## src/rtl/acpa_pkg.sv

```systemverilog
// ----------------------------------------------------------------------------
// acpa_pkg: shared types and codes of the chunk pool allocator
// Command and result layouts, table entry layouts, operation and status codes.
// ----------------------------------------------------------------------------
`default_nettype none
package acpa_pkg;

   // operation codes carried in func
   localparam logic [1:0] FUNC_QUEUE    = 2'd0;
   localparam logic [1:0] FUNC_FREE     = 2'd1;
   localparam logic [1:0] FUNC_FINALIZE = 2'd2;
   localparam logic [1:0] FUNC_SEARCH   = 2'd3;

   // result status codes
   localparam logic [2:0] ST_OK        = 3'd0;
   localparam logic [2:0] ST_FULL      = 3'd1;
   localparam logic [2:0] ST_UNKNOWN   = 3'd2;
   localparam logic [2:0] ST_NO_SPACE  = 3'd3;
   localparam logic [2:0] ST_TOO_LARGE = 3'd4;

   // widths of fields and of internal sums
   localparam int SIZE_W = 21;
   localparam int ID_W   = 32;
   localparam int POOL_W = 26;
   localparam int START_W = 27;
   localparam int ASZ_W  = 22;
   localparam int SUM_W  = 28;
   localparam int REQ_W  = 56;
   localparam int RSP_W  = 112;
   localparam logic [POOL_W-1:0] POOL_MAX = '1;

   typedef struct packed {
      logic [1:0]        func;
      logic [SIZE_W-1:0] size;
      logic [ID_W-1:0]   id;
   } cmd_type;

   typedef struct packed {
      logic [2:0]               status;
      logic [ID_W-1:0]          id;
      logic signed [START_W-1:0] start;
      logic [SIZE_W-1:0]        size;
      logic                     last;
   } res_type;

   // placed table entry; asz is the size rounded to the next aligned end
   typedef struct packed {
      logic [ID_W-1:0]   id;
      logic [POOL_W-1:0] start;
      logic [SIZE_W-1:0] size;
      logic [ASZ_W-1:0]  asz;
   } placed_type;

   typedef struct packed {
      logic [ID_W-1:0]   id;
      logic [SIZE_W-1:0] size;
      logic [ASZ_W-1:0]  asz;
   } pending_type;

endpackage
`default_nettype wire

```

## src/rtl/acpa_front.sv

```systemverilog
// ----------------------------------------------------------------------------
// acpa_front: request intake
// Accepts request transfers, decodes them into commands and holds them in a
// two-entry queue for the engine.
// ----------------------------------------------------------------------------
`default_nettype none
module acpa_front (
   input  wire                          clock,
   input  wire                          reset,
   input  wire                          req_tvalid,
   output logic                         req_tready,
   input  wire  [acpa_pkg::REQ_W-1:0]   req_tdata,  // func[1:0], size_dw[22:2], item_id[54:23]
   output logic                         cmd_valid,
   output acpa_pkg::cmd_type            cmd,
   input  wire                          cmd_pop
);

   acpa_pkg::cmd_type fifo_ff [2];
   logic              wr_ptr_ff, wr_ptr_in;
   logic              rd_ptr_ff, rd_ptr_in;
   logic [1:0]        count_ff, count_in;
   acpa_pkg::cmd_type dec;
   logic              push;

   // decode the packed request
   always_comb begin
      dec.func = req_tdata[1:0];
      dec.size = req_tdata[22:2];
      dec.id   = req_tdata[54:23];
   end

   assign req_tready = (count_ff != 2'd2);
   assign push       = req_tvalid && req_tready;
   assign cmd_valid  = (count_ff != 2'd0);
   assign cmd        = fifo_ff[rd_ptr_ff];

   // advance pointers and count
   always_comb begin
      wr_ptr_in = wr_ptr_ff ^ push;
      rd_ptr_in = rd_ptr_ff ^ (cmd_pop && cmd_valid);
      count_in  = count_ff + {1'b0, push} - {1'b0, cmd_pop && cmd_valid};
   end

   always_ff @(posedge clock) begin
      if (reset) begin
         wr_ptr_ff <= 1'b0;
         rd_ptr_ff <= 1'b0;
         count_ff  <= 2'd0;
      end else begin
         wr_ptr_ff <= wr_ptr_in;
         rd_ptr_ff <= rd_ptr_in;
         count_ff  <= count_in;
      end
   end

   // store the decoded command
   always_ff @(posedge clock) begin
      if (push) begin
         fifo_ff[wr_ptr_ff] <= dec;
      end
   end

endmodule
`default_nettype wire

```

## config.mk

```make
export PLATFORM = sky130hd
export DESIGN_NAME = acpa_front
export DESIGN_NICKNAME = d
export VERILOG_FILES = /design/src/rtl/acpa_pkg.sv /design/src/rtl/acpa_front.sv
export SDC_FILE = /design/constraint.sdc
export NUM_CORES = 1
export LEC_CHECK = 0
export ABC_AREA = 1
export BUFFER_PORTS_ARGS = -buffer_cell sky130_fd_sc_hd__buf_4
export CELL_PAD_IN_SITES_DETAIL_PLACEMENT = 0
export CELL_PAD_IN_SITES_GLOBAL_PLACEMENT = 1
export CORE_AREA = 2 2 134 136
export CTS_BUF_LIST = sky130_fd_sc_hd__clkbuf_16
export CTS_CLUSTER_SIZE = 28
export DETAILED_ROUTE_END_ITERATION = 10
export DIE_AREA = 0 0 136 138
export PLACE_DENSITY = 0.55
export SETUP_SLACK_MARGIN = 0.1
export SLEW_MARGIN = 20
export SYNTH_ARGS = -nofsm -noshare
export SYNTH_HDL_FRONTEND = slang
export SYNTH_SLANG_ARGS = --single-unit
```

## constraint.sdc

```tcl
create_clock -name clock -period 4.2 [get_ports clock]
set_input_delay 0.42 -clock clock [delete_from_list [all_inputs] [get_ports clock]]
set_output_delay 0.42 -clock clock [all_outputs]
set_load 0.01 [all_outputs]
```

==> results.toml <==
[floorplanning]
ios = 117
die_y_um = 138
start_util = 0.244
fp.coreArea_um2 = 17500
rows = 49
fp.dieArea_um2 = 18800
die_w_um = 136

[timing]
skew_ns = 0.00413
worstMarginPinSlew_ns = 0.725
setup_ws_ns = 1.98
drv_slew = 0
fmax_ghz = 0.450
layout_min_cycle_time_ns = 2.22
fin_crit_sh = 0.529
hold_viol_final = 0
setup_tns_ns = 0
finalSetupViolCount = 0
slew_headroom = 0.515
rsz0062_at_grt = "false"

[synth]
ys_ff_latch = 114
yosysSeqAreaShare = 0.792
synth_cell_types = 18
syn_area_per_cell_um2 = 13.3
synth_area_um2 = 4270
syn_inst = 321
yosysWarningCount = 0
synth_nets = 383

[worst_hold_path]
min_path_type = "in -> reg"

[run_status]
run_status = "finished, final reports clean"

[global_route]
grt_max_degree = 57
antenna_found_initial = 0
grt_pass1_vias = 2786
grt_pass1_wl_mm = 14.1
grt.total_usage = 0.102
grt-ovfl-total = 0

[cells_and_area]
stdcell_count = 689
final_cell_mix = "nand2_1, buf_4, edfxtp_1"
nNetsFinal = 509
syn_to_final_growth_pct = 39.8
final_common_cell = "nand2_1"
drive_above_1_share = 0.333
nFillCells = 1787
num_antenna_cells = 0

[placement]
io_buffers = 115
dp.cells = 657
dp_hpwl_mm = 5.43
place_ws_ns = 1.90
gp_congestion = 0.664

[route]
ant_nets = 0
first_iter_violations = 97
wl_per_cell_um = 13.2
wl_mm = 9.07
drtPass1Iterations = 4
drt_drc_violations_left = 0
vias = 2671
avgViaCountPerCell = 3.88

[power_and_ir_drop]
pwr-share-comb = 0.251
power-per-cell-area_nw_per_um2 = 680
intPower_w = 0.00293
seqPwrFrac = 0.376
vdd_ir_drop_max_mv = 0.268
pwr-share-clk = 0.373
p_leak_nw = 2.51
p_sw_frac = 0.278
switchingPower_w = 0.00113

[setup_path]
crit_fanout = 33
arrival_ns = 2.27
startpoint_type = "flip-flop"
critPathCaptureType = "flip-flop"
path_class = "reg -> reg"
crit_required_ns = 4.25
r2r_slack_ns = 1.98

[clocking]
cts_setup_buffers = 0
cts_tree = "done"
clk_latency_ns = 0.41
cts.path.max_buffers = 2
cts_buffers = 17
ctsResizeCount = 0
clockRootBuffer = "clkbuf_16"
path_clk_slew_ns = 0.05
clkSinkCount = 114
h-tree-depth = 4
hold_buffers = 0

[run]
maxCapViolCount = 0
-- Yosys cell counts, drive strengths merged --
master,count,area (um^2)
dfxtp,4,80.1
a21oi,1,5.00
buf,12,115
xnor2,1,8.76
nand2,171,644
edfxtp,110,3300
nand3,1,5.00
nor3,1,5.00
nor2,7,36.3
o21ai,1,5.00
ha,2,25.0
inv,10,37.5
-- layout make-up --
| cell class | count | area (um^2) | share of cell area |
|---|---|---|---|
| timing repair buffer | 119 | 893 | 0.150 |
| sequential | 114 | 3380 | 0.567 |
| tap | 229 | 287 | 0.0480 |
| clock buffer | 17 | 425 | 0.0712 |
| clock inverter | 15 | 196 | 0.0329 |
| multi-input combinational | 185 | 744 | 0.125 |
| inverter | 10 | 40.0 | 0.00671 |
-- cells by family (layout without fill, tap and decap cells) --
| kind of cell | Yosys count | after routing | share of synthesized area |
|---|---|---|---|
| flip-flops | 114 | 114 | 0.792 |
| XOR/XNOR | 1 | 1 | 0.00205 |
| AO/OA/AOI/OAI | 2 | 2 | 0.00234 |
| buffers and inverters | 22 | 161 | 0.0357 |
| adder cells (fa/ha/maj) | 2 | 2 | 0.00586 |
| AND/OR/NAND/NOR | 180 | 180 | 0.162 |
-- worst max-delay path: stages, from the launching register on --
cell     delay (ns)
dfxtp_1        0.37
inv_1          0.05
nand2_1        0.09
nand2_2        0.11
inv_1          0.08
ha_2           0.58
buf_4          0.53
-- power by group through the flow --
stage	sequential, W	clock (W)	combinational, W
6_report	0.00153	0.00152	0.00102
3_5_place_dp	0.00155	0	0.00106
2_1_floorplan	0.00155	0	0.000565
5_1_grt	0.00154	0.00160	0.00115
3_3_place_gp	0.00154	0	0.00105
4_1_cts	0.00153	0.00155	0.00106
-- per-layer routing --
metal | vias up | GRT usage | share of wire
li1 | 1327 | - | -
met1 | 1247 | 0.118 | 0.42
met2 | 78 | 0.165 | 0.49
met3 | 19 | 0.0385 | 0.058
met4 | 0 | 0.0548 | 0.023
met5 | - | 0 | 0
-- per-stage QoR --
step / util / hold slack (ns) / area (um^2) / total power [W]
after floorplan: - / 0.487 / 4270 / 0.00211
after global placement: 0.305 / 0.604 / 5350 / 0.00260
after detailed placement: 0.305 / 0.599 / 5350 / 0.00261
after CTS: 0.341 / 0.158 / 5970 / 0.00415
after global routing: 0.341 / 0.162 / 5970 / 0.00429
final: 0.341 / 0.186 / 5970 / 0.00406
-- sequential cells by signal, summed over array words and instances (netlist names) --
signal,cells
fifo_ff,110
count_ff,2
rd_ptr_ff,1
wr_ptr_ff,1
-- path summary, 6_finish.rpt --
path	start	cells after the start	end
max	count_ff[0]$_SDFF_PP0_	6	fifo_ff[0][0]$_DFFE_PP_
min	reset	2	wr_ptr_ff$_SDFF_PP0_
max reg2reg	count_ff[0]$_SDFF_PP0_	6	fifo_ff[0][0]$_DFFE_PP_
min reg2reg	wr_ptr_ff$_SDFF_PP0_	3	wr_ptr_ff$_SDFF_PP0_
Power figures use the tool's default switching activity.
